[src/sv/blg_pkg.sv]
// shared types and constants for the bresenham line generator
// no dependencies
package blg_pkg;

	localparam int COORD_BITS  = 6;
	localparam int COLOUR_BITS = 8;
	// error term stays within +-1.5 times the larger span
	localparam int ERR_BITS    = COORD_BITS + 2;
	localparam int E2_BITS     = ERR_BITS + 1;
	localparam int QUEUE_DEPTH = 2;
	localparam int QPTR_BITS   = $clog2(QUEUE_DEPTH);
	localparam int QCNT_BITS   = $clog2(QUEUE_DEPTH + 1);

	typedef logic [COORD_BITS-1:0]      coord_t;
	typedef logic [COLOUR_BITS-1:0]     colour_t;
	typedef logic signed [ERR_BITS-1:0] err_t;

	// one classified line request
	typedef struct packed {
		coord_t  cur_x;
		coord_t  cur_y;
		coord_t  end_x;
		coord_t  end_y;
		colour_t colour;
		coord_t  delta_x;
		coord_t  delta_y;
		logic    step_x_neg;
		logic    step_y_neg;
		err_t    err;
	} req_t;

	typedef struct packed {
		logic full;
		logic empty;
	} q_status_t;

	typedef enum logic {
		WALK_IDLE,
		WALK_RUN
	} walk_state_t;

endpackage

[src/sv/blg_front.sv]
// front end: takes a line request and works out spans, directions and initial error
// depends on blg_pkg
module blg_front (
	input  blg_pkg::coord_t  start_x,
	input  blg_pkg::coord_t  start_y,
	input  blg_pkg::coord_t  end_x,
	input  blg_pkg::coord_t  end_y,
	input  blg_pkg::colour_t colour,
	output blg_pkg::req_t    req
);

	blg_pkg::coord_t dx;
	blg_pkg::coord_t dy;

	always_comb begin
		dx = (end_x > start_x) ? end_x - start_x : start_x - end_x;
		dy = (end_y > start_y) ? end_y - start_y : start_y - end_y;
		req.cur_x      = start_x;
		req.cur_y      = start_y;
		req.end_x      = end_x;
		req.end_y      = end_y;
		req.colour     = colour;
		req.delta_x    = dx;
		req.delta_y    = dy;
		// equal coordinates count as a downward step, harmless
		req.step_x_neg = !(start_x < end_x);
		req.step_y_neg = !(start_y < end_y);
		req.err        = signed'(blg_pkg::ERR_BITS'(dx)) - signed'(blg_pkg::ERR_BITS'(dy));
	end

endmodule

[src/sv/blg_queue.sv]
// small request queue between front end and walker
// depends on blg_pkg
module blg_queue (
	input  logic                 clk,
	input  logic                 arst_n,
	input  logic                 push,
	input  blg_pkg::req_t        push_data,
	input  logic                 pop,
	output blg_pkg::req_t        pop_data,
	output blg_pkg::q_status_t   status
);

	blg_pkg::req_t                    mem_q [blg_pkg::QUEUE_DEPTH];
	logic [blg_pkg::QPTR_BITS-1:0]    wr_ptr_q;
	logic [blg_pkg::QPTR_BITS-1:0]    rd_ptr_q;
	logic [blg_pkg::QCNT_BITS-1:0]    count_q;

	localparam logic [blg_pkg::QPTR_BITS-1:0] LAST_PTR =
		blg_pkg::QPTR_BITS'(blg_pkg::QUEUE_DEPTH - 1);

	assign status.full  = (count_q == blg_pkg::QCNT_BITS'(blg_pkg::QUEUE_DEPTH));
	assign status.empty = (count_q == '0);
	assign pop_data     = mem_q[rd_ptr_q];

	always_ff @(posedge clk) begin
		if (push) begin
			mem_q[wr_ptr_q] <= push_data;
		end
	end

	always_ff @(posedge clk or negedge arst_n) begin
		if (!arst_n) begin
			wr_ptr_q <= '0;
			rd_ptr_q <= '0;
			count_q  <= '0;
		end else begin
			if (push) begin
				wr_ptr_q <= (wr_ptr_q == LAST_PTR) ? '0 : wr_ptr_q + 1'b1;
			end
			if (pop) begin
				rd_ptr_q <= (rd_ptr_q == LAST_PTR) ? '0 : rd_ptr_q + 1'b1;
			end
			if (push && !pop) begin
				count_q <= count_q + 1'b1;
			end else if (pop && !push) begin
				count_q <= count_q - 1'b1;
			end
		end
	end

endmodule

[src/sv/blg_walker.sv]
// back end: walks one line a point per cycle, while the output is not stalled, into the output register
// depends on blg_pkg
module blg_walker (
	input  logic                clk,
	input  logic                arst_n,
	input  blg_pkg::req_t       req,
	input  logic                req_avail,
	output logic                pop,
	output logic                out_valid,
	input  logic                out_stall,
	output blg_pkg::coord_t     point_x,
	output blg_pkg::coord_t     point_y,
	output blg_pkg::colour_t    point_colour,
	output logic                last_point
);

	blg_pkg::walk_state_t state_q, state_d;

	blg_pkg::coord_t  x_q, y_q, ex_q, ey_q, dx_q, dy_q, n_q;
	blg_pkg::colour_t colour_q;
	logic             sx_neg_q, sy_neg_q;
	blg_pkg::err_t    err_q;

	logic                              out_valid_q;
	blg_pkg::coord_t                   px_q, py_q;
	blg_pkg::colour_t                  pc_q;
	logic                              plast_q;

	logic                              slot_free;
	logic                              emit;
	logic                              is_last;
	logic                              step_x, step_y;
	logic signed [blg_pkg::E2_BITS-1:0] e2, dx_e, dy_e;
	blg_pkg::coord_t                   x_next, y_next;
	blg_pkg::err_t                     err_next;

	assign slot_free = !out_valid_q || !out_stall;

	always_comb begin
		e2       = signed'({err_q, 1'b0});
		dx_e     = signed'(blg_pkg::E2_BITS'(dx_q));
		dy_e     = signed'(blg_pkg::E2_BITS'(dy_q));
		step_x   = (e2 > -dy_e);
		step_y   = (e2 < dx_e);
		x_next   = step_x ? (sx_neg_q ? x_q - 1'b1 : x_q + 1'b1) : x_q;
		y_next   = step_y ? (sy_neg_q ? y_q - 1'b1 : y_q + 1'b1) : y_q;
		err_next = err_q
			- (step_x ? signed'(blg_pkg::ERR_BITS'(dy_q)) : blg_pkg::err_t'(0))
			+ (step_y ? signed'(blg_pkg::ERR_BITS'(dx_q)) : blg_pkg::err_t'(0));
		// end point reached, or the point cap
		is_last  = ((x_q == ex_q) && (y_q == ey_q)) || (n_q == '1);
	end

	always_comb begin
		state_d = state_q;
		pop     = 1'b0;
		emit    = 1'b0;
		unique case (state_q)
			blg_pkg::WALK_IDLE: begin
				if (req_avail) begin
					pop     = 1'b1;
					state_d = blg_pkg::WALK_RUN;
				end
			end
			blg_pkg::WALK_RUN: begin
				if (slot_free) begin
					emit = 1'b1;
					if (is_last) begin
						state_d = blg_pkg::WALK_IDLE;
					end
				end
			end
			default: state_d = blg_pkg::WALK_IDLE;
		endcase
	end

	always_ff @(posedge clk or negedge arst_n) begin
		if (!arst_n) begin
			state_q     <= blg_pkg::WALK_IDLE;
			out_valid_q <= 1'b0;
		end else begin
			state_q <= state_d;
			if (emit) begin
				out_valid_q <= 1'b1;
			end else if (!out_stall) begin
				out_valid_q <= 1'b0;
			end
		end
	end

	always_ff @(posedge clk) begin
		if (pop) begin
			x_q      <= req.cur_x;
			y_q      <= req.cur_y;
			ex_q     <= req.end_x;
			ey_q     <= req.end_y;
			dx_q     <= req.delta_x;
			dy_q     <= req.delta_y;
			sx_neg_q <= req.step_x_neg;
			sy_neg_q <= req.step_y_neg;
			err_q    <= req.err;
			colour_q <= req.colour;
			n_q      <= '0;
		end else if (emit) begin
			x_q   <= x_next;
			y_q   <= y_next;
			err_q <= err_next;
			n_q   <= n_q + 1'b1;
		end
		if (emit) begin
			px_q    <= x_q;
			py_q    <= y_q;
			pc_q    <= colour_q;
			plast_q <= is_last;
		end
	end

	assign out_valid    = out_valid_q;
	assign point_x      = px_q;
	assign point_y      = py_q;
	assign point_colour = pc_q;
	assign last_point   = plast_q;

endmodule

[src/sv/bresenham_line_generator.sv]
// bresenham line generator top level: front end, request queue, walker; uses blg_pkg
// path to the first point: queue entry, walker load, output register, when the walker is idle
// throughput: one point per cycle while out_stall is low, max(|dx|,|dy|)+1 points per request,
//   plus a load state in the walker between requests; the walker step loop sets this
// a two-entry queue lets new requests in while a line is still being walked
// reset: arst_n asynchronous active low, empties the queue and the output register
module bresenham_line_generator (
	input  logic             clk,
	input  logic             arst_n,
	// request channel
	input  logic             in_valid,
	output logic             in_stall,
	input  blg_pkg::coord_t  start_x,
	input  blg_pkg::coord_t  start_y,
	input  blg_pkg::coord_t  end_x,
	input  blg_pkg::coord_t  end_y,
	input  blg_pkg::colour_t colour,
	// point channel
	output logic             out_valid,
	input  logic             out_stall,
	output blg_pkg::coord_t  point_x,
	output blg_pkg::coord_t  point_y,
	output blg_pkg::colour_t point_colour,
	output logic             last_point
);

	blg_pkg::req_t      front_req;
	blg_pkg::req_t      queue_head;
	blg_pkg::q_status_t q_status;
	logic               push;
	logic               pop;

	// classify the item: spans, step directions, starting error
	blg_front u_front (
		.start_x (start_x),
		.start_y (start_y),
		.end_x   (end_x),
		.end_y   (end_y),
		.colour  (colour),
		.req     (front_req)
	);

	// stall only on a full queue, never on the walker directly
	assign in_stall = q_status.full;
	assign push     = in_valid && !q_status.full;

	blg_queue u_queue (
		.clk       (clk),
		.arst_n    (arst_n),
		.push      (push),
		.push_data (front_req),
		.pop       (pop),
		.pop_data  (queue_head),
		.status    (q_status)
	);

	// walk the line, one point per free output slot
	blg_walker u_walker (
		.clk          (clk),
		.arst_n       (arst_n),
		.req          (queue_head),
		.req_avail    (!q_status.empty),
		.pop          (pop),
		.out_valid    (out_valid),
		.out_stall    (out_stall),
		.point_x      (point_x),
		.point_y      (point_y),
		.point_colour (point_colour),
		.last_point   (last_point)
	);

endmodule

[config.mk]
export PLATFORM = sky130hd
export DESIGN_NAME = bresenham_line_generator
export DESIGN_NICKNAME = d
export VERILOG_FILES = /design/src/sv/blg_pkg.sv /design/src/sv/blg_front.sv /design/src/sv/blg_queue.sv /design/src/sv/blg_walker.sv /design/src/sv/bresenham_line_generator.sv
export SDC_FILE = /design/constraint.sdc
export NUM_CORES = 1
export LEC_CHECK = 0
export ABC_AREA = 1
export ABC_CLOCK_PERIOD_IN_PS = 4800
export BUFFER_PORTS_ARGS = -buffer_cell sky130_fd_sc_hd__buf_2
export CORE_AREA = 5 5 138 140
export CTS_CLUSTER_DIAMETER = 200
export DETAILED_ROUTE_END_ITERATION = 8
export DIE_AREA = 0 0 143 145
export PLACE_DENSITY = 0.8
export SLEW_MARGIN = 30
export SYNTH_ARGS = -nofsm -noshare
export SYNTH_HDL_FRONTEND = slang
export SYNTH_HIERARCHICAL = 1
export SYNTH_SLANG_ARGS = --single-unit
[constraint.sdc]
create_clock -name clk -period 4.8 [get_ports clk]
set_clock_uncertainty 0.05 [all_clocks]
set_input_delay 0.72 -clock clk [delete_from_list [all_inputs] [get_ports clk]]
set_output_delay 0.72 -clock clk [all_outputs]
set_load 0.02 [all_outputs]
==> impl_metrics.py <==
metrics = {
    "outcome": {
        "status": "finished clean",
    },
    "layout": {
        "final_nets": 1063,
        "layout_common_cells": "edfxtp_1 (183), nand2_1 (176), inv_1 (137), ha_1 (63), buf_2 (58)",
        "final_common_cell": "edfxtp_1",
        "synthToLayoutAreaGrowth_pct": 8.07,
        "layout-drive-gt1-share": 0.191,
        "final_util": 0.644,
        "antenna_cells": 0,
        "design_area_sq_um": 11400,
        "fill_cells": 1298,
    },
    "cts": {
        "cts_resized": 0,
        "cts_made_buffers": 17,
        "cts_tree": "built",
        "clk_pin_slew_ns": 0.08,
        "clk_latency_ns": 0.44,
        "root_buffer": "clkbuf_16",
        "hold_buffers": 0,
        "h-tree-depth": 4,
        "cts.sinks": 195,
        "cts_setup_buffers": 0,
        "clock_path_buffers": 2,
    },
    "power": {
        "p_clk_frac": 0.215,
        "switchingPower_mw": 2.30,
        "sw_frac_of_total": 0.355,
        "leakage_nw": 4.98,
        "p_seq_frac": 0.421,
        "irDropWorstVdd_uv": 395,
        "finalPower_mw": 6.46,
        "p_int_mw": 4.16,
        "power_density_nw_per_um2": 566,
        "power_frac_comb": 0.365,
    },
    "synth": {
        "syn-num-nets": 1025,
        "synth_cell_types": 38,
        "syn_inst": 913,
        "synth_area_sq_um": 10600,
        "ys_seq_elements": 195,
        "async_flop_share": 0.0308,
        "ys_seq_area_frac": 0.546,
        "synth_top_flop_cell": "edfxtp_1",
        "synth_edf_count": 183,
        "synth.avg_cell_area_sq_um": 11.6,
        "yosys_warnings": 6,
    },
    "timing": {
        "fmax_mhz": 259,
        "period_minus_slack_ns": 3.86,
        "hold_violations": 0,
        "fin_ws_ns": 0.941,
        "setup_tns_ns": 0,
        "slew_headroom": 0.573,
        "worstMarginPinSlew_ns": 0.641,
        "finalCritPeriodShare": 0.804,
        "finalMaxSlewViolations": 0,
        "rsz0062_at_grt": "false",
        "setup_violations": 0,
    },
    "floorplanning": {
        "row_count": 49,
        "chipHeight_um": 145,
        "start_util": 0.596,
        "dieArea_sq_um": 20700,
        "ioPinCount": 59,
        "coreArea_sq_um": 17700,
        "fp.dieW_um": 143,
    },
    "route": {
        "wl_mm": 19.3,
        "vias": 6309,
        "post-route-drc-count": 0,
        "drt_iter0_drc": 427,
        "wl_per_cell_um": 16.1,
        "viasPerCell": 5.29,
        "drt_pre_antenna_iters": 6,
        "ant_nets": 0,
    },
    "place": {
        "portBuffers": 58,
        "place_congestion": 0.903,
        "dpl_cell_area_sq_um": 10800,
        "pre_cts_ws_ns": 0.951,
        "dp_hpwl_mm": 13.9,
    },
    "setup_path": {
        "crit_path_start_kind": "register",
        "path_cells": "inv_1, ha_1, nand3_1, nor3_1, ha_1, a21o_1, nor2_1, nand3_1, nand2_1, nand2_2, nor2_1, fa_1, fa_1, o21ai_2, nand3_1, nand2_1, nand2_1, nand3_1, nand2_1",
        "endpoint_kind": "register",
        "slowest_delay_ns": 0.50,
        "crit_slowest_cell": "fa_1",
        "cp.arrival_ns": 4.01,
        "crit_required_ns": 4.95,
        "critPathMaxFanout": 6,
        "critical_path_class": "reg -> reg",
    },
    "job": {
        "cap_violations": 0,
    },
    "global_routing": {
        "antenna_found_initial": 0,
        "grt_first_pass_wirelength_mm": 30.9,
        "grt.total_usage": 0.191,
        "grt_max_degree": 56,
        "grt_pass1_vias": 6101,
        "gr-total-overflow": 0,
    },
    "hold_path": {
        "hp-class": "in -> async",
    },
}
-- worst max-delay path: cells and delay by family (launching register included) --
kind | cells | cell delay [ns]
simple gates | 12 | 1.23
flops | 1 | 0.39
compound gates | 2 | 0.37
buf+inv | 1 | 0.13
fa+ha+maj | 4 | 1.46
-- flip-flops by register name, summed over array words and instances, names as in the netlist, 2 cells and up --
signal                 count
u_walker/err_q             8
u_queue/mem_q            108
u_walker/ey_q              6
u_walker/ex_q              6
u_walker/dy_q              6
u_walker/point_y           6
u_walker/x_q               6
u_walker/y_q               6
u_walker/point_x           6
u_queue/count_q            2
u_walker/point_colour      8
u_walker/dx_q              6
u_walker/n_q               6
u_walker/colour_q          8
-- cells by family after synthesis --
| family | Yosys count | synth area share |
|---|---|---|
| simple gates | 294 | 0.124 |
| flops | 195 | 0.546 |
| buf+inv | 191 | 0.0916 |
| fa+ha+maj | 76 | 0.0993 |
| compound gates | 70 | 0.0374 |
| mux | 54 | 0.0750 |
| xor+xnor | 33 | 0.0274 |
-- power groups by stage --
stage	combinational (mW)	clock (mW)	sequential, mW
after floorplan	1.85	0	2.68
after global placement	2.18	0	2.77
after detailed placement	2.27	0	2.79
after CTS	2.29	1.40	2.75
after global routing	2.63	1.48	2.75
final	2.36	1.39	2.72
-- final timing paths --
path | start | cells after the start | endpoint | slack (ns)
hold / removal | arst_n | 1 | u_queue/wr_ptr_q$_DFFE_PN0P_ | 0.05
hold reg to reg | u_walker/colour_q[4]$_DFFE_PP_ | 0 | u_walker/point_colour[4]$_DFFE_PP_ | 0.37
setup reg to reg | u_walker/dy_q[0]$_DFFE_PP_ | 19 | u_walker/err_q[6]$_DFFE_PP_ | 0.94
min in group clk | u_walker/colour_q[4]$_DFFE_PP_ | 0 | u_walker/point_colour[4]$_DFFE_PP_ | 0.37
max in group asynchronous | arst_n | 1 | u_queue/rd_ptr_q$_DFFE_PN0P_ | 4.47
setup / recovery | u_walker/dy_q[0]$_DFFE_PP_ | 19 | u_walker/err_q[6]$_DFFE_PP_ | 0.94
-- routing by layer --
layer	track usage	part of all wire	up-vias
met4	0.0494	0.013	0
met1	0.273	0.46	3049
met3	0.0359	0.040	18
met5	0	0	-
met2	0.302	0.48	127
li1	-	-	3115
-- cell usage after synthesis, drive strengths merged, types with 2 or more instances --
cell type | instances | area [sq um]
edfxtp | 183 | 5500
o21a | 2 | 15.0
nor2 | 33 | 141
xnor2 | 14 | 123
inv | 144 | 541
dfxtp | 6 | 120
nand3 | 47 | 255
nand2 | 188 | 751
dfrtp | 6 | 150
o21ai | 30 | 165
fa | 13 | 260
a21o | 4 | 30.0
nand4 | 13 | 81.3
mux2 | 54 | 792
o211ai | 3 | 22.5
ha | 63 | 788
o31ai | 2 | 15.0
a21oi | 28 | 140
xor2 | 19 | 166
buf | 46 | 413
nor3b | 3 | 22.5
nor3 | 8 | 40.0
-- stage by stage --
step / cells / hold WS [ns]
after global placement: 1159 / 0.352
after floorplan: 913 / 0.350
after CTS: 1191 / 0.0489
final: 1193 / 0.0501
after detailed placement: 1159 / 0.355
after global routing: 1193 / 0.0483
-- layout make-up --
class                   instances  area [sq um]  area share
clock inverters                15           160      0.0140
flip-flops and latches        195          5770       0.505
multi-input cells             527          3840       0.336
repair buffers                 66           390      0.0342
inverters                     144           546      0.0478
well taps                     229           287      0.0251
clock buffers                  17           425      0.0373
Note: power is estimated with default switching activity, not from simulation.
